File: src/sv/mefr_pkg.sv
// shared types, constants and register codes for the manchester edge frame receiver
// no dependencies; imported by the interfaces and every module of the block
package mefr_pkg;

   localparam int ADDR_BITS        = 5;
   localparam int ADDR_CNT_W       = $clog2(ADDR_BITS + 1);
   localparam int ADDR_IDX_W       = (ADDR_BITS > 1) ? $clog2(ADDR_BITS) : 1;
   localparam int MAX_PAYLOAD_BITS = 2048;
   localparam int PCOUNT_W         = $clog2(MAX_PAYLOAD_BITS + 1);
   localparam int PIDX_W           = $clog2(MAX_PAYLOAD_BITS);

   localparam int TICK_W   = 32;
   localparam int WINDOW_W = 16;
   localparam int CSR_IDX_W  = 3;
   localparam int CSR_DATA_W = 16;

   localparam int QUEUE_DEPTH = 4;
   localparam int QPTR_W      = $clog2(QUEUE_DEPTH);
   localparam int QCNT_W      = $clog2(QUEUE_DEPTH + 1);

   localparam logic [WINDOW_W-1:0]  LONG_MIN_RESET  = 16'd10000;
   localparam logic [WINDOW_W-1:0]  LONG_MAX_RESET  = 16'd20000;
   localparam logic [WINDOW_W-1:0]  SHORT_MIN_RESET = 16'd1000;
   localparam logic [WINDOW_W-1:0]  SHORT_MAX_RESET = 16'd8000;
   localparam logic [ADDR_BITS-1:0] OWN_ADDR_RESET  = 5'd21;

   typedef enum logic [CSR_IDX_W-1:0] {
      CSR_LONG_MIN    = 3'd0,
      CSR_LONG_MAX    = 3'd1,
      CSR_SHORT_MIN   = 3'd2,
      CSR_SHORT_MAX   = 3'd3,
      CSR_OWN_ADDRESS = 3'd4
   } csr_index_type;

   typedef enum logic [1:0] {
      FIELD_DEST    = 2'd0,
      FIELD_SRC     = 2'd1,
      FIELD_PAYLOAD = 2'd2
   } field_type;

   typedef struct packed {
      logic [WINDOW_W-1:0] long_min;
      logic [WINDOW_W-1:0] long_max;
      logic [WINDOW_W-1:0] short_min;
      logic [WINDOW_W-1:0] short_max;
   } window_cfg_type;

   // classified transaction handed from front to back
   typedef struct packed {
      logic eof;
      logic got_bit;
      logic level;
   } token_type;

   typedef struct packed {
      logic                 bit_valid;
      logic                 bit_value;
      field_type            field;
      logic [PIDX_W-1:0]    payload_index;
      logic [ADDR_BITS-1:0] dest_address;
      logic [ADDR_BITS-1:0] src_address;
      logic                 dest_match;
      logic                 overflow;
      logic                 frame_done;
      logic [PCOUNT_W-1:0]  payload_length;
   } result_type;

endpackage

File: src/sv/mefr_channels.sv
// valid/ready channel interfaces: edge requests, decoded results, register writes
// depends on mefr_pkg
interface mefr_req_if import mefr_pkg::*; ();
   logic              valid;
   logic              ready;
   logic              cmd;
   logic              level;
   logic [TICK_W-1:0] tick;

   modport source (output valid, output cmd, output level, output tick, input ready);
   modport sink   (input valid, input cmd, input level, input tick, output ready);
endinterface

interface mefr_rsp_if import mefr_pkg::*; ();
   logic                 valid;
   logic                 ready;
   logic                 bit_valid;
   logic                 bit_value;
   logic [1:0]           field;
   logic [PIDX_W-1:0]    payload_index;
   logic [ADDR_BITS-1:0] dest_address;
   logic [ADDR_BITS-1:0] src_address;
   logic                 dest_match;
   logic                 overflow;
   logic                 frame_done;
   logic [PCOUNT_W-1:0]  payload_length;

   modport source (output valid, output bit_valid, output bit_value, output field,
                   output payload_index, output dest_address, output src_address,
                   output dest_match, output overflow, output frame_done,
                   output payload_length, input ready);
   modport sink   (input valid, input bit_valid, input bit_value, input field,
                   input payload_index, input dest_address, input src_address,
                   input dest_match, input overflow, input frame_done,
                   input payload_length, output ready);
endinterface

interface mefr_csr_if import mefr_pkg::*; ();
   logic                  valid;
   logic                  ready;
   logic [CSR_IDX_W-1:0]  index;
   logic [CSR_DATA_W-1:0] data;

   modport source (output valid, output index, output data, input ready);
   modport sink   (input valid, input index, input data, output ready);
endinterface

File: src/sv/manchester_edge_frame_receiver.sv
// path: a transaction accepted on req_bus is registered in the token queue, then in the result register on rsp_bus
// throughput: one transaction per cycle while the token queue is not full; a four-entry token queue and the result
// register let the front end keep accepting while a result waits to be taken
// reset: synchronous, clears edge timing, pair and field counters, queue and result
// valid, and loads the window and address registers with their defaults
module manchester_edge_frame_receiver import mefr_pkg::*; (
   input  logic        clock,
   input  logic        reset,
   mefr_req_if.sink    req_bus,
   mefr_rsp_if.source  rsp_bus,
   mefr_csr_if.sink    csr_bus
);

   window_cfg_type       win_ff;
   logic [ADDR_BITS-1:0] own_address_ff;
   logic                 q_full, q_push, q_pop, q_head_valid;
   token_type            q_token, q_head_token;

   assign csr_bus.ready = 1'b1;

   always_ff @(posedge clock) begin
      if (reset) begin
         win_ff.long_min  <= LONG_MIN_RESET;
         win_ff.long_max  <= LONG_MAX_RESET;
         win_ff.short_min <= SHORT_MIN_RESET;
         win_ff.short_max <= SHORT_MAX_RESET;
         own_address_ff   <= OWN_ADDR_RESET;
      end else if (csr_bus.valid) begin
         unique case (csr_index_type'(csr_bus.index))
            CSR_LONG_MIN:    win_ff.long_min  <= csr_bus.data;
            CSR_LONG_MAX:    win_ff.long_max  <= csr_bus.data;
            CSR_SHORT_MIN:   win_ff.short_min <= csr_bus.data;
            CSR_SHORT_MAX:   win_ff.short_max <= csr_bus.data;
            CSR_OWN_ADDRESS: own_address_ff   <= csr_bus.data[ADDR_BITS-1:0];
            default: ;
         endcase
      end
   end

   mefr_front u_front (
      .clock   (clock),
      .reset   (reset),
      .req     (req_bus),
      .win     (win_ff),
      .q_full  (q_full),
      .q_push  (q_push),
      .q_token (q_token)
   );

   mefr_queue u_queue (
      .clock      (clock),
      .reset      (reset),
      .push       (q_push),
      .push_token (q_token),
      .full       (q_full),
      .pop        (q_pop),
      .head_valid (q_head_valid),
      .head_token (q_head_token)
   );

   mefr_back u_back (
      .clock       (clock),
      .reset       (reset),
      .own_address (own_address_ff),
      .head_valid  (q_head_valid),
      .head_token  (q_head_token),
      .pop         (q_pop),
      .rsp         (rsp_bus)
   );

endmodule

File: src/sv/mefr_front.sv
// front end: accepts edge and end-of-frame transactions, times the interval and pairs short intervals
// depends on mefr_pkg and mefr_req_if; feeds mefr_queue
module mefr_front import mefr_pkg::*; (
   input  logic           clock,
   input  logic           reset,
   mefr_req_if.sink       req,
   input  window_cfg_type win,
   input  logic           q_full,
   output logic           q_push,
   output token_type      q_token
);

   logic              seen_edge_ff, seen_edge_in;
   logic [TICK_W-1:0] last_tick_ff, last_tick_in;
   logic [1:0]        pair_count_ff, pair_count_in;
   logic [TICK_W-1:0] diff;
   logic [1:0]        pair_inc;
   logic              long_hit, short_hit, got_bit;
   logic              accept;

   assign req.ready = !q_full;
   assign accept    = req.valid && !q_full;
   assign q_push    = accept;

   always_comb begin
      // first edge counts as a one-tick interval
      diff      = seen_edge_ff ? (req.tick - last_tick_ff) : TICK_W'(1);
      long_hit  = (diff >= TICK_W'(win.long_min)) && (diff <= TICK_W'(win.long_max));
      short_hit = (diff >= TICK_W'(win.short_min)) && (diff <= TICK_W'(win.short_max));
      pair_inc  = pair_count_ff + 2'd1;
      got_bit   = 1'b0;
      pair_count_in = pair_count_ff;
      if (long_hit) begin
         got_bit = 1'b1;
      end else if (short_hit) begin
         if (pair_inc >= 2'd2) begin
            pair_count_in = 2'd0;
            got_bit       = 1'b1;
         end else begin
            pair_count_in = pair_inc;
         end
      end
      seen_edge_in = 1'b1;
      last_tick_in = req.tick;
   end

   always_comb begin
      q_token.eof     = req.cmd;
      q_token.got_bit = got_bit && !req.cmd;
      q_token.level   = req.level;
   end

   always_ff @(posedge clock) begin
      if (reset) begin
         seen_edge_ff  <= 1'b0;
         last_tick_ff  <= '0;
         pair_count_ff <= '0;
      end else if (accept && !req.cmd) begin
         seen_edge_ff  <= seen_edge_in;
         last_tick_ff  <= last_tick_in;
         pair_count_ff <= pair_count_in;
      end
   end

   a_edge_sets_seen: assert property (@(posedge clock) disable iff (reset)
      (accept && !req.cmd) |=> seen_edge_ff)
      else $error("seen_edge not set after an edge transaction");

   a_pair_bound: assert property (@(posedge clock) disable iff (reset)
      pair_count_ff <= 2'd1)
      else $error("pair count left a completed pair pending");

endmodule

File: src/sv/mefr_queue.sv
// short token queue between the classifying front end and the frame back end
// depends on mefr_pkg
module mefr_queue import mefr_pkg::*; (
   input  logic      clock,
   input  logic      reset,
   input  logic      push,
   input  token_type push_token,
   output logic      full,
   input  logic      pop,
   output logic      head_valid,
   output token_type head_token
);

   token_type         slot_ff [QUEUE_DEPTH];
   logic [QPTR_W-1:0] wr_ptr_ff, wr_ptr_in;
   logic [QPTR_W-1:0] rd_ptr_ff, rd_ptr_in;
   logic [QCNT_W-1:0] count_ff, count_in;
   logic              do_push, do_pop;

   assign full       = (count_ff == QCNT_W'(QUEUE_DEPTH));
   assign head_valid = (count_ff != '0);
   assign head_token = slot_ff[rd_ptr_ff];
   assign do_push    = push && !full;
   assign do_pop     = pop && head_valid;

   always_comb begin
      wr_ptr_in = do_push ? wr_ptr_ff + QPTR_W'(1) : wr_ptr_ff;
      rd_ptr_in = do_pop  ? rd_ptr_ff + QPTR_W'(1) : rd_ptr_ff;
      count_in  = count_ff;
      if (do_push && !do_pop) begin
         count_in = count_ff + QCNT_W'(1);
      end else if (do_pop && !do_push) begin
         count_in = count_ff - QCNT_W'(1);
      end
   end

   always_ff @(posedge clock) begin
      if (reset) begin
         wr_ptr_ff <= '0;
         rd_ptr_ff <= '0;
         count_ff  <= '0;
      end else begin
         wr_ptr_ff <= wr_ptr_in;
         rd_ptr_ff <= rd_ptr_in;
         count_ff  <= count_in;
      end
   end

   always_ff @(posedge clock) begin
      if (do_push) begin
         slot_ff[wr_ptr_ff] <= push_token;
      end
   end

   a_count_bound: assert property (@(posedge clock) disable iff (reset)
      count_ff <= QCNT_W'(QUEUE_DEPTH))
      else $error("token queue count beyond its depth");

endmodule

File: src/sv/mefr_back.sv
// back end: assigns decoded bits to address and payload fields, drives the result register
// depends on mefr_pkg and mefr_rsp_if; drains mefr_queue
module mefr_back import mefr_pkg::*; (
   input  logic                 clock,
   input  logic                 reset,
   input  logic [ADDR_BITS-1:0] own_address,
   input  logic                 head_valid,
   input  token_type            head_token,
   output logic                 pop,
   mefr_rsp_if.source           rsp
);

   logic [ADDR_CNT_W-1:0] dest_count_ff, dest_count_in, dest_count_upd;
   logic [ADDR_CNT_W-1:0] src_count_ff, src_count_in, src_count_upd;
   logic [ADDR_BITS-1:0]  dest_bits_ff, dest_bits_in, dest_bits_upd;
   logic [ADDR_BITS-1:0]  src_bits_ff, src_bits_in, src_bits_upd;
   logic [PCOUNT_W-1:0]   payload_count_ff, payload_count_in, payload_count_upd;
   logic                  overflowed_ff, overflowed_in, overflowed_upd;
   logic                  rsp_valid_ff, rsp_valid_in;
   result_type            rsp_data_ff, rsp_data_in;
   logic [ADDR_IDX_W-1:0] dest_pos, src_pos;

   // result register refills whenever a token is waiting and the register is empty or being taken
   assign pop = head_valid && (!rsp_valid_ff || rsp.ready);

   always_comb begin
      dest_pos = ADDR_IDX_W'(ADDR_CNT_W'(ADDR_BITS - 1) - dest_count_ff);
      src_pos  = ADDR_IDX_W'(ADDR_CNT_W'(ADDR_BITS - 1) - src_count_ff);

      dest_count_upd    = dest_count_ff;
      src_count_upd     = src_count_ff;
      dest_bits_upd     = dest_bits_ff;
      src_bits_upd      = src_bits_ff;
      payload_count_upd = payload_count_ff;
      overflowed_upd    = overflowed_ff;

      rsp_data_in               = '0;
      rsp_data_in.field         = FIELD_DEST;
      rsp_data_in.frame_done    = head_token.eof;

      if (head_token.got_bit) begin
         rsp_data_in.bit_valid = 1'b1;
         rsp_data_in.bit_value = head_token.level;
         if (dest_count_ff < ADDR_CNT_W'(ADDR_BITS)) begin
            dest_bits_upd[dest_pos] = dest_bits_ff[dest_pos] | head_token.level;
            dest_count_upd          = dest_count_ff + ADDR_CNT_W'(1);
            rsp_data_in.field       = FIELD_DEST;
         end else if (src_count_ff < ADDR_CNT_W'(ADDR_BITS)) begin
            src_bits_upd[src_pos] = src_bits_ff[src_pos] | head_token.level;
            src_count_upd         = src_count_ff + ADDR_CNT_W'(1);
            rsp_data_in.field     = FIELD_SRC;
         end else begin
            rsp_data_in.field = FIELD_PAYLOAD;
            if (payload_count_ff < PCOUNT_W'(MAX_PAYLOAD_BITS)) begin
               rsp_data_in.payload_index = payload_count_ff[PIDX_W-1:0];
               payload_count_upd         = payload_count_ff + PCOUNT_W'(1);
            end else begin
               // payload beyond capacity is reported but not stored
               overflowed_upd = 1'b1;
            end
         end
      end

      rsp_data_in.dest_address   = dest_bits_upd;
      rsp_data_in.src_address    = src_bits_upd;
      rsp_data_in.dest_match     = (dest_count_upd == ADDR_CNT_W'(ADDR_BITS)) &&
                                   (dest_bits_upd == own_address);
      rsp_data_in.overflow       = overflowed_upd;
      rsp_data_in.payload_length = payload_count_upd;

      // end of frame reports the ending frame, then clears the field counters
      if (head_token.eof) begin
         dest_count_in    = '0;
         src_count_in     = '0;
         dest_bits_in     = '0;
         src_bits_in      = '0;
         payload_count_in = '0;
         overflowed_in    = 1'b0;
      end else begin
         dest_count_in    = dest_count_upd;
         src_count_in     = src_count_upd;
         dest_bits_in     = dest_bits_upd;
         src_bits_in      = src_bits_upd;
         payload_count_in = payload_count_upd;
         overflowed_in    = overflowed_upd;
      end

      if (pop) begin
         rsp_valid_in = 1'b1;
      end else if (rsp.ready) begin
         rsp_valid_in = 1'b0;
      end else begin
         rsp_valid_in = rsp_valid_ff;
      end
   end

   always_ff @(posedge clock) begin
      if (reset) begin
         dest_count_ff    <= '0;
         src_count_ff     <= '0;
         dest_bits_ff     <= '0;
         src_bits_ff      <= '0;
         payload_count_ff <= '0;
         overflowed_ff    <= 1'b0;
         rsp_valid_ff     <= 1'b0;
      end else begin
         rsp_valid_ff <= rsp_valid_in;
         if (pop) begin
            dest_count_ff    <= dest_count_in;
            src_count_ff     <= src_count_in;
            dest_bits_ff     <= dest_bits_in;
            src_bits_ff      <= src_bits_in;
            payload_count_ff <= payload_count_in;
            overflowed_ff    <= overflowed_in;
         end
      end
   end

   always_ff @(posedge clock) begin
      if (pop) begin
         rsp_data_ff <= rsp_data_in;
      end
   end

   assign rsp.valid          = rsp_valid_ff;
   assign rsp.bit_valid      = rsp_data_ff.bit_valid;
   assign rsp.bit_value      = rsp_data_ff.bit_value;
   assign rsp.field          = rsp_data_ff.field;
   assign rsp.payload_index  = rsp_data_ff.payload_index;
   assign rsp.dest_address   = rsp_data_ff.dest_address;
   assign rsp.src_address    = rsp_data_ff.src_address;
   assign rsp.dest_match     = rsp_data_ff.dest_match;
   assign rsp.overflow       = rsp_data_ff.overflow;
   assign rsp.frame_done     = rsp_data_ff.frame_done;
   assign rsp.payload_length = rsp_data_ff.payload_length;

   a_eof_clears: assert property (@(posedge clock) disable iff (reset)
      (pop && head_token.eof) |=>
         (dest_count_ff == '0) && (payload_count_ff == '0) && !overflowed_ff)
      else $error("end of frame did not clear the field counters");

endmodule
File: src/flat_wrapper.sv
// flat-port wrapper written by rule: the top's interface ports become plain ports
module manchester_edge_frame_receiver_flat import mefr_pkg::*;
  (clock, reset, req_bus_valid, req_bus_cmd, req_bus_level, req_bus_tick, req_bus_ready, rsp_bus_valid, rsp_bus_bit_valid, rsp_bus_bit_value, rsp_bus_field, rsp_bus_payload_index, rsp_bus_dest_address, rsp_bus_src_address, rsp_bus_dest_match, rsp_bus_overflow, rsp_bus_frame_done, rsp_bus_payload_length, rsp_bus_ready, csr_bus_valid, csr_bus_index, csr_bus_data, csr_bus_ready);
  mefr_req_if req_bus_i ();
  mefr_rsp_if rsp_bus_i ();
  mefr_csr_if csr_bus_i ();
  input  logic clock;
  input  logic reset;
  input wire logic [$bits(req_bus_i.valid)-1:0] req_bus_valid;
  input wire logic [$bits(req_bus_i.cmd)-1:0] req_bus_cmd;
  input wire logic [$bits(req_bus_i.level)-1:0] req_bus_level;
  input wire logic [$bits(req_bus_i.tick)-1:0] req_bus_tick;
  output wire logic [$bits(req_bus_i.ready)-1:0] req_bus_ready;
  output wire logic [$bits(rsp_bus_i.valid)-1:0] rsp_bus_valid;
  output wire logic [$bits(rsp_bus_i.bit_valid)-1:0] rsp_bus_bit_valid;
  output wire logic [$bits(rsp_bus_i.bit_value)-1:0] rsp_bus_bit_value;
  output wire logic [$bits(rsp_bus_i.field)-1:0] rsp_bus_field;
  output wire logic [$bits(rsp_bus_i.payload_index)-1:0] rsp_bus_payload_index;
  output wire logic [$bits(rsp_bus_i.dest_address)-1:0] rsp_bus_dest_address;
  output wire logic [$bits(rsp_bus_i.src_address)-1:0] rsp_bus_src_address;
  output wire logic [$bits(rsp_bus_i.dest_match)-1:0] rsp_bus_dest_match;
  output wire logic [$bits(rsp_bus_i.overflow)-1:0] rsp_bus_overflow;
  output wire logic [$bits(rsp_bus_i.frame_done)-1:0] rsp_bus_frame_done;
  output wire logic [$bits(rsp_bus_i.payload_length)-1:0] rsp_bus_payload_length;
  input wire logic [$bits(rsp_bus_i.ready)-1:0] rsp_bus_ready;
  input wire logic [$bits(csr_bus_i.valid)-1:0] csr_bus_valid;
  input wire logic [$bits(csr_bus_i.index)-1:0] csr_bus_index;
  input wire logic [$bits(csr_bus_i.data)-1:0] csr_bus_data;
  output wire logic [$bits(csr_bus_i.ready)-1:0] csr_bus_ready;
  assign req_bus_i.valid = req_bus_valid;
  assign req_bus_i.cmd = req_bus_cmd;
  assign req_bus_i.level = req_bus_level;
  assign req_bus_i.tick = req_bus_tick;
  assign req_bus_ready = req_bus_i.ready;
  assign rsp_bus_valid = rsp_bus_i.valid;
  assign rsp_bus_bit_valid = rsp_bus_i.bit_valid;
  assign rsp_bus_bit_value = rsp_bus_i.bit_value;
  assign rsp_bus_field = rsp_bus_i.field;
  assign rsp_bus_payload_index = rsp_bus_i.payload_index;
  assign rsp_bus_dest_address = rsp_bus_i.dest_address;
  assign rsp_bus_src_address = rsp_bus_i.src_address;
  assign rsp_bus_dest_match = rsp_bus_i.dest_match;
  assign rsp_bus_overflow = rsp_bus_i.overflow;
  assign rsp_bus_frame_done = rsp_bus_i.frame_done;
  assign rsp_bus_payload_length = rsp_bus_i.payload_length;
  assign rsp_bus_i.ready = rsp_bus_ready;
  assign csr_bus_i.valid = csr_bus_valid;
  assign csr_bus_i.index = csr_bus_index;
  assign csr_bus_i.data = csr_bus_data;
  assign csr_bus_ready = csr_bus_i.ready;
  manchester_edge_frame_receiver u_core (.clock(clock), .reset(reset), .req_bus(req_bus_i), .rsp_bus(rsp_bus_i), .csr_bus(csr_bus_i));
endmodule
File: config.mk
export PLATFORM = sky130hd
export DESIGN_NAME = manchester_edge_frame_receiver_flat
export DESIGN_NICKNAME = d
export VERILOG_FILES = /design/src/sv/mefr_pkg.sv /design/src/sv/mefr_channels.sv /design/src/sv/manchester_edge_frame_receiver.sv /design/src/sv/mefr_front.sv /design/src/sv/mefr_queue.sv /design/src/sv/mefr_back.sv /design/src/flat_wrapper.sv
export SDC_FILE = /design/constraint.sdc
export NUM_CORES = 1
export LEC_CHECK = 0
export BUFFER_PORTS_ARGS = -buffer_cell sky130_fd_sc_hd__buf_2
export CAP_MARGIN = 0
export CORE_ASPECT_RATIO = 1.1
export CORE_UTILIZATION = 34
export DETAILED_ROUTE_END_ITERATION = 16
export GPL_ROUTABILITY_DRIVEN = 0
export SKIP_LAST_GASP = 1
export SYNTH_ARGS = -nofsm -noshare
export SYNTH_HDL_FRONTEND = slang
export SYNTH_SLANG_ARGS = --single-unit
File: constraint.sdc
create_clock -name clock -period 6.1 [get_ports clock]
set_input_delay 1.525 -clock clock [delete_from_list [all_inputs] [get_ports clock]]
set_output_delay 1.525 -clock clock [all_outputs]
set_load 0.01 [all_outputs]
==> flow_metrics.env, run 1 <==
export IMPL_synth_cell_types=83
export IMPL_wl_mm=28.8
export IMPL_area_growth_pct=13.3
export IMPL_yosysTopAreaCellShare_pct=25.0
export IMPL_diodes=0
export IMPL_initial_core_util_pct=34.5
export IMPL_final_layout_size_suffix_gt1_share_pct=12.8
export IMPL_core_um2=33200
export IMPL_slowest_stage="a211oi_4"
export IMPL_total_power_w=0.00387
export IMPL_switching_share_pct=35.4
export IMPL_drt_met1_wl_mm=13.0
export IMPL_fin_nets=1580
export IMPL_cap_violations=0
export IMPL_yosysSeqAreaShare_pct=38.7
export IMPL_die_area_um2=34400
export IMPL_antenna_left=0
export IMPL_numCtsBuffers=17
export IMPL_grt_ovfl_total=0
export IMPL_status="completed"
export IMPL_dpl_cell_count=1831
export IMPL_holdCritPathClass="reg2reg"
export IMPL_clock_tree_buffer_depth=2
export IMPL_htree_num_levels=4
export IMPL_slew_viol_final=0
export IMPL_vias_per_cell=5.17
export IMPL_worst_setup_path_type="in2reg"
export IMPL_syn_area_um2=11400
export IMPL_comb_power_share_pct=28.5
export IMPL_first_pass_iters=5
export IMPL_vias=9637
export IMPL_p_sw_w=0.00137
export IMPL_port_buffer_count=99
export IMPL_ys_seq_elements=195
export IMPL_synth_flop_cell="dfxtp_1"
export IMPL_antenna_found_initial=0
export IMPL_clock_latency_ns=0.44
export IMPL_worst_setup_path_start_kind="primary input"
export IMPL_detail_route_wl_per_cell_um=15.5
export IMPL_synthTopCellsByArea="dfxtp_1 (25%), edfxtp_1 (14%), ha_1 (11%)"
export IMPL_period_needed_ns=5.59
export IMPL_synthArstFlopShare_pct=0
export IMPL_synth_edf_count=52
export IMPL_tns_ns=0
export IMPL_fmax_ghz=0.179
export IMPL_cts_resized=0
export IMPL_ios=101
export IMPL_grt_max_degree=79
export IMPL_final_common_cell="nand2_1"
export IMPL_path_cells="buf_2 > inv_1 > ha_1 > fa_1 > nor2b_4 > o2111ai_2 > a211oi_4 > a211o_1 > nand2b_1 > a21oi_1 > ha_1 > and3_1 > a221o_1 > a21oi_1 > o31ai_1 > a211o_1 > a32o_1 > o21a_1 > a211oi_1"
export IMPL_hold_buffers=0
export IMPL_die_x_um=177
export IMPL_ys_warn_count=0
export IMPL_hold_viol_final=0
export IMPL_critPathCaptureType="flop"
export IMPL_tightest_slew_ns=0.995
export IMPL_cts_clk_slew_worst_paths_ns=0.08
export IMPL_top_layer="met4"
export IMPL_finalNonFillerCells=1863
export IMPL_avgSynthCellArea_um2=8.53
export IMPL_synth_cells=1342
export IMPL_p_int_w=0.00250
export IMPL_track_usage_pct=16.9
export IMPL_fin_skew_ns=0.0126
export IMPL_yosysTopAreaCell="dfxtp_1"
export IMPL_required_ns=6.31
export IMPL_routed_wl_met2_mm=14.1
export IMPL_cts_setup_buffers=0
export IMPL_fp_dieH_um=194
export IMPL_grt_pass1_vias=8991
export IMPL_root_buffer="clkbuf_16"
export IMPL_cts_tree="yes"
export IMPL_final_cell_mix="nand2_1 (226), dfxtp_1 (143), a21oi_1 (140)"
export IMPL_arrival_ns=5.81
export IMPL_drc=0
export IMPL_wl_met3_mm=1.14
export IMPL_drt_iter0_drc=621
export IMPL_rows=70
export IMPL_vdd_drop_max_mv=0.177
export IMPL_max_slew_margin_pct=33.5
export IMPL_pwr_share_seq_pct=41.9
export IMPL_p_per_area_nw_per_um2=298
export IMPL_cts_num_sinks=195
export IMPL_synth_nets=1504
export IMPL_p_clk_share_pct=29.6
export IMPL_leakage_nw=5.26
export IMPL_rsz0062_at_grt="no"
export IMPL_cp_max_fo=5
export IMPL_grt_pass1_wl_mm=46.6
export IMPL_hpwlAfterDp_mm=21.8
export IMPL_critPathMaxStageDelay_ns=0.46
export IMPL_finalCritPeriodShare_pct=91.7
export IMPL_setup_violations=0
cell usage after synthesis (all sizes together), types with 4 or more instances:
cell type and number:
a31oi 7, o211ai 11, or3 6, inv 120
and4 4, buf 7, mux2 9, and3 18
a211oi 9, o211a 5, nand3b 13, xor2 18
mux4 4, edfxtp 52, nor2b 9, nand2b 13
mux2i 6, ha 102, clkbuf 46, and2 22
nand3 24, o21a 12, o2111ai 5, xnor2 20
a21oi 142, a21boi 4, o21ai 44, nor2 93
nand4 18, nand2 226, dfxtp 143, nor3 17
o31ai 5, o22ai 4, a2111oi 7, a211o 21
a22oi 20, o221ai 5, a21o 13
power groups by stage:
stage               registers (W)  logic, W  clock network, W
finish                    0.00162   0.00110           0.00114
global route              0.00164   0.00123           0.00123
CTS                       0.00162   0.00111           0.00117
detailed placement        0.00165   0.00111                 0
global placement          0.00165   0.00110                 0
floorplan                 0.00171  0.000679                 0
cells by family after synthesis:
group,Yosys count,share of synthesized area [%]
fa+ha+maj,106,11.7
buf+inv,174,5.86
compound gates,333,19.5
other cells,1,0.0328
mux,19,2.20
xor+xnor,38,2.91
simple gates,476,19.1
flops,195,38.7
per-stage QoR:
| step | hold WS [ns] | utilization [%] | setup slack (ns) | instance area, um^2 |
|---|---|---|---|---|
| detailed placement | 0.445 | 37.2 | 0.0688 | 12300 |
| global route | 0.474 | 39.0 | 0.262 | 13000 |
| finish | 0.456 | 39.0 | 0.507 | 13000 |
| CTS | 0.458 | 39.0 | 0.527 | 13000 |
| global placement | 0.440 | 37.2 | 0.219 | 12300 |
| floorplan | 0.428 | - | 0.716 | 11400 |
worst max-delay path, delay by kind of cell:
family          cells  cell delay (ns)
fa+ha+maj           3             0.99
compound gates     11             2.79
buf+inv             2             0.13
simple gates        3             0.38
flip-flops by register name (all words and copies together), names as in the netlist, 2 cells and up, named ones only:
signal,flops
u_core.u_back.dest_count_ff,3
u_core.u_queue.rd_ptr_ff,2
u_core.u_queue.wr_ptr_ff,2
u_core.u_front.pair_count_ff,2
u_core.win_ff,64
u_core.u_back.payload_count_ff,12
u_core.u_back.rsp.payload_index,11
u_core.own_address_ff,5
u_core.u_back.rsp.src_address,5
u_core.u_back.rsp.field,2
u_core.u_front.last_tick_ff,32
u_core.u_back.src_count_ff,3
u_core.u_back.src_bits_ff,5
u_core.u_back.dest_bits_ff,5
u_core.u_back.rsp.payload_length,12
u_core.u_back.rsp.dest_address,5
u_core.u_queue.slot_ff,12
u_core.u_queue.count_ff,3
path summary, 6_finish.rpt:
path | start | end | slack [ns] | cells after the start
hold / removal | u_core.win_ff[29]$_SDFFE_PP0P_ | u_core.win_ff[29]$_SDFFE_PP0P_ | 0.46 | 2
setup / recovery | req_bus_tick[0] | u_core.u_queue.slot_ff[1][1]$_DFFE_PP_ | 0.51 | 19
setup reg to reg | u_core.u_front.last_tick_ff[0]$_SDFFE_PP0P_ | u_core.u_queue.slot_ff[1][1]$_DFFE_PP_ | 1.39 | 17
hold reg to reg | u_core.win_ff[29]$_SDFFE_PP0P_ | u_core.win_ff[29]$_SDFFE_PP0P_ | 0.46 | 2
routing by layer:
metal,global-route usage (%),vias up
li1,-,4859
met2,29.1,221
met4,5.78,0
met3,2.25,32
met5,0,-
met1,21.6,4525
layout make-up:
type / instances / area, um^2
Multi-Input combinational cell: 973 / 6350
Clock buffer: 17 / 425
Timing Repair Buffer: 110 / 581
Inverter: 121 / 454
Fill cell: 3381 / 20200
Tap cell: 432 / 541
Sequential cell: 195 / 4420
Clock inverter: 15 / 186
(Power assumes the default switching activity.)
==> run 2, diff against run 1 <==
PLACE_DENSITY_LB_ADDON = 0.25   (was not set)
SKIP_CTS_REPAIR_TIMING = 1   (was not set)
==> run 2 against run 1 <==
The flow now finishes with violations (design-rule violations). Clock skew grew 0.0029 ns. Sequential power is essentially flat. Global-route usage grew 0.47 points. Die area is the same. Combinational power is essentially flat. Clock-buffer cell count is the same. Sequential share of layout area is essentially flat. Worst hold slack gained 0.00051 ns. Largest cell class unchanged. Largest power group unchanged. Highest routed layer unchanged.
==> flow_metrics.env, run 2 (synthesized netlist as in run 1, its figures left out) <==
export IMPL_final_common_cell="nand2_1"
export IMPL_max_slew_margin_pct=31.0
export IMPL_area_growth_pct=13.4
export IMPL_largest_register_ffs=64
export IMPL_cap_violations=0
export IMPL_total_power_w=0.00390
export IMPL_finalCritPeriodShare_pct=91.4
export IMPL_clock_tree_buffer_depth=2
export IMPL_dpl_cell_count=1832
export IMPL_grt_pass1_vias=9286
export IMPL_period_needed_ns=5.58
export IMPL_setup_violations=0
export IMPL_initial_core_util_pct=34.5
export IMPL_required_ns=6.31
export IMPL_worst_setup_path_start_kind="primary input"
export IMPL_hold_depth=2
export IMPL_grt_max_degree=83
export IMPL_antenna_left=0
export IMPL_violations="design-rule violations"
export IMPL_drc=1
export IMPL_p_per_area_nw_per_um2=300
export IMPL_fill_cells=3366
export IMPL_vias_per_cell=5.16
export IMPL_antenna_found_initial=0
export IMPL_final_cell_mix="nand2_1 (226), dfxtp_1 (143), a21oi_1 (140)"
export IMPL_first_pass_iters=13
export IMPL_drt_iter0_drc=587
export IMPL_port_buffer_count=99
export IMPL_arrival_ns=5.78
export IMPL_wl_mm=29.3
export IMPL_status="finished with violations"
export IMPL_critPathCaptureType="flop"
export IMPL_reg2reg_depth=17
export IMPL_vdd_drop_max_mv=0.174
export IMPL_cts_tree="yes"
export IMPL_core_um2=33200
export IMPL_clock_latency_ns=0.45
export IMPL_cp_max_fo=4
export IMPL_cts_clk_slew_worst_paths_ns=0.08
export IMPL_r2r_setup_slack_ns=1.43
export IMPL_utilization_pct=39.1
export IMPL_tightest_slew_ns=1.03
export IMPL_holdCritPathClass="reg2reg"
export IMPL_ios=101
export IMPL_finalNonFillerCells=1864
export IMPL_tns_ns=0
export IMPL_fp_dieH_um=194
export IMPL_hold_viol_final=0
export IMPL_reg_top3="u_core.win_ff (64), u_core.u_front.last_tick_ff (32)"
export IMPL_die_area_um2=34400
export IMPL_rows=70
export IMPL_regMostFlops="u_core.win_ff"
export IMPL_grt_pass1_wl_mm=48.0
export IMPL_grt_ovfl_total=0
export IMPL_numCtsBuffers=17
export IMPL_die_x_um=177
export IMPL_final_layout_size_suffix_gt1_share_pct=12.8
export IMPL_cts_num_sinks=195
export IMPL_rsz0062_at_grt="no"
export IMPL_slew_viol_final=0
export IMPL_hpwlAfterDp_mm=21.8
export IMPL_leakage_nw=5.27
export IMPL_fin_nets=1581
export IMPL_detail_route_wl_per_cell_um=15.7
export IMPL_root_buffer="clkbuf_16"
export IMPL_diodes=0
export IMPL_htree_num_levels=4
export IMPL_fin_skew_ns=0.0156
export IMPL_vias=9610
export IMPL_fmax_ghz=0.179
export IMPL_track_usage_pct=17.4
export IMPL_worst_hold_slack_ns=0.457
export IMPL_worst_setup_path_type="in2reg"
## run 2: cell type report
type / count / area [um^2] / area share (%)
well taps: 432 / 541 / 4.17
clock buffers: 17 / 425 / 3.28
flip-flops and latches: 195 / 4420 / 34.1
inverters: 121 / 454 / 3.50
repair buffers: 111 / 588 / 4.53
multi-input cells: 973 / 6350 / 48.9
clock inverters: 15 / 196 / 1.51
## run 2: metal layers
metal	wire length [um]	global-route usage (%)	vias up
met5	0	0	-
met4	681	6.48	0
met3	1010	2.03	44
met2	14100	30.2	209
met1	13400	21.9	4507
li1	-	-	4850
## run 2: final timing paths
kind | start | endpoint
setup / recovery | req_bus_tick[0] | u_core.u_queue.slot_ff[2][1]$_DFFE_PP_
hold reg to reg | u_core.u_front.last_tick_ff[17]$_SDFFE_PP0P_ | u_core.u_front.last_tick_ff[17]$_SDFFE_PP0P_
hold / removal | u_core.u_front.last_tick_ff[17]$_SDFFE_PP0P_ | u_core.u_front.last_tick_ff[17]$_SDFFE_PP0P_
setup reg to reg | u_core.u_front.last_tick_ff[0]$_SDFFE_PP0P_ | u_core.u_queue.slot_ff[2][1]$_DFFE_PP_
## run 2: report_power, final
group	switching, W	leakage, nW	internal (W)
combinational	0.000713	3.29	0.000391
clock	0.000606	0.300	0.000567
sequential	0.0000704	1.68	0.00155
## run 2: critical path, stage by stage
cell and delay (ns):
buf_2 0.09, inv_1 0.04, ha_1 0.23, fa_1 0.45, nor2b_4 0.16, o2111ai_2 0.16, a211oi_4 0.42, a211o_1 0.20
nand2b_1 0.06, a21oi_1 0.40, ha_1 0.33, and3_1 0.16, a221o_1 0.29, a21oi_1 0.15, o31ai_1 0.09, a211o_1 0.24
a32o_1 0.24, o21a_1 0.13, a211oi_1 0.39
## run 2: stage by stage
step                      setup slack [ns]  cell area, um^2
final                                0.524            13000
after floorplan                      0.716            11400
after global routing                 0.249            13000
after global placement               0.307            12400
after CTS                            0.561            13000
after detailed placement             0.113            12400
==> run 3, diff against run 2 <==
PLACE_DENSITY_LB_ADDON = 0.08   (was 0.25)
==> run 3 against run 2 <==
Worst setup slack worse by 0.044 ns. Highest routed layer unchanged. Clock power about the same. Flip-flop and latch count unchanged. The flow now finishes without violations. Via count down 1.6%. Combinational power about the same. Critical path depth unchanged. Wire length up 2.6%. Sequential share of layout area about the same. Largest cell class unchanged. Global-route usage up 0.47 points. Worst hold slack worse by 0.0030 ns. Total power up 0.38%. First-iteration DRC count up 1.4%.
==> flow_metrics.env, run 3 (synthesized netlist as in run 1, its figures left out) <==
export IMPL_worst_setup_path_type="in2reg"
export IMPL_numCtsBuffers=17
export IMPL_cap_violations=0
export IMPL_cp_max_fo=5
export IMPL_die_x_um=177
export IMPL_period_needed_ns=5.62
export IMPL_initial_core_util_pct=34.5
export IMPL_drc=0
export IMPL_path_cells="buf_2 > inv_1 > ha_1 > fa_1 > nor2b_4 > o2111ai_2 > a211oi_4 > a211o_1 > nand2b_1 > a21oi_1 > ha_1 > and3_1 > a221o_1 > a21oi_1 > o31ai_1 > a211o_1 > a32o_1 > o21a_1 > a211oi_1"
export IMPL_wl_mm=30.0
export IMPL_antenna_left=0
export IMPL_cts_clk_slew_worst_paths_ns=0.07
export IMPL_core_um2=33200
export IMPL_grt_pass1_wl_mm=48.7
export IMPL_clock_tree_buffer_depth=2
export IMPL_final_common_cell="nand2_1"
export IMPL_die_area_um2=34400
export IMPL_holdCritPathClass="reg2reg"
export IMPL_slew_viol_final=0
export IMPL_leakage_nw=5.27
export IMPL_final_cell_mix="nand2_1 (226), dfxtp_1 (143), a21oi_1 (140)"
export IMPL_grt_pass1_vias=9013
export IMPL_port_buffer_count=99
export IMPL_rows=70
export IMPL_vias_per_cell=5.07
export IMPL_final_layout_size_suffix_gt1_share_pct=12.8
export IMPL_slowest_stage="fa_1"
export IMPL_setup_violations=0
export IMPL_hpwlAfterDp_mm=22.5
export IMPL_clock_latency_ns=0.45
export IMPL_area_growth_pct=13.5
export IMPL_fill_cells=3427
export IMPL_reg_top3="u_core.win_ff (64), u_core.u_front.last_tick_ff (32)"
export IMPL_status="completed"
export IMPL_rsz0062_at_grt="no"
export IMPL_dpl_cell_count=1831
export IMPL_largest_register_ffs=64
export IMPL_drt_iter0_drc=595
export IMPL_fin_skew_ns=0.0136
export IMPL_p_per_area_nw_per_um2=301
export IMPL_grt_ovfl_total=0
export IMPL_finalCritPeriodShare_pct=92.1
export IMPL_grt_max_degree=73
export IMPL_cts_num_sinks=195
export IMPL_critPathCaptureType="flop"
export IMPL_fmax_ghz=0.178
export IMPL_worst_setup_path_start_kind="primary input"
export IMPL_antenna_found_initial=0
export IMPL_ios=101
export IMPL_tightest_slew_ns=1.02
export IMPL_fin_nets=1580
export IMPL_detail_route_wl_per_cell_um=16.1
export IMPL_htree_num_levels=4
export IMPL_vias=9454
export IMPL_arrival_ns=5.82
export IMPL_regMostFlops="u_core.win_ff"
export IMPL_required_ns=6.30
export IMPL_first_pass_iters=5
export IMPL_cts_tree="yes"
export IMPL_track_usage_pct=17.9
export IMPL_tns_ns=0
export IMPL_diodes=0
export IMPL_fp_dieH_um=194
export IMPL_critPathBufInv=2
export IMPL_root_buffer="clkbuf_16"
export IMPL_vdd_drop_max_mv=0.160
export IMPL_finalNonFillerCells=1863
export IMPL_path_delay_family="compound AO/OA/AOI/OAI gates"
export IMPL_critPathMaxStageDelay_ns=0.44
export IMPL_max_slew_margin_pct=31.6
export IMPL_hold_viol_final=0
run 3: cell types whose count changed in the layout (fill, tap and decap cells not counted), sizes merged:
| cell | delta |
|---|---|
| bufinv | +1 |
| clkinv | +2 |
| buf | -1 |
| inv | -3 |
run 3: metal layers:
metal	track usage, %	vias to the layer above	share of wire (%)
met5	0	-	0
met2	29.7	169	47
met1	24.5	4407	49
met3	2.21	19	2.8
li1	-	4859	-
met4	4.28	0	0.95
run 3: path summary, 6_finish.rpt:
check                                               start  cells after the start  slack (ns)                                           end
max reg2reg   u_core.u_front.last_tick_ff[0]$_SDFFE_PP0P_                     17        1.39        u_core.u_queue.slot_ff[2][1]$_DFFE_PP_
min reg2reg  u_core.u_front.pair_count_ff[1]$_SDFFE_PP0P_                      2        0.45  u_core.u_front.pair_count_ff[1]$_SDFFE_PP0P_
max                                       req_bus_tick[0]                     19        0.48        u_core.u_queue.slot_ff[2][1]$_DFFE_PP_
min          u_core.u_front.pair_count_ff[1]$_SDFFE_PP0P_                      2        0.45  u_core.u_front.pair_count_ff[1]$_SDFFE_PP0P_
run 3: worst min-delay path: stages (launching register included):
cell	delay (ns)
dfxtp_1	0.30
inv_1	0.06
nor3_1	0.05
run 3: layout make-up:
| cell class | instances | area [um^2] | share of cell area [%] |
|---|---|---|---|
| tap | 432 | 541 | 4.16 |
| inverter | 121 | 454 | 3.50 |
| sequential | 195 | 4420 | 34.1 |
| multi-input combinational | 973 | 6350 | 48.9 |
| clock buffer | 17 | 425 | 3.28 |
| timing repair buffer | 110 | 581 | 4.47 |
| clock inverter | 15 | 209 | 1.61 |
run 3: report_power, final:
part | internal, W | leakage, nW | switching, W
logic | 0.000388 | 3.29 | 0.000711
clock network | 0.000600 | 0.307 | 0.000598
registers | 0.00155 | 1.68 | 0.0000658
total | 0.00254 | 5.27 | 0.00137
run 3: through the flow:
stage | instance area, um^2 | power, W | hold WS [ns] | utilization, % | setup slack [ns]
after floorplan | 11400 | 0.00239 | 0.428 | - | 0.716
after global placement | 12300 | 0.00276 | 0.443 | 37.2 | 0.144
after detailed placement | 12300 | 0.00276 | 0.446 | 37.2 | 0.0104
after CTS | 13000 | 0.00397 | 0.457 | 39.1 | 0.451
after global routing | 13000 | 0.00417 | 0.474 | 39.1 | 0.186
final | 13000 | 0.00391 | 0.454 | 39.1 | 0.480
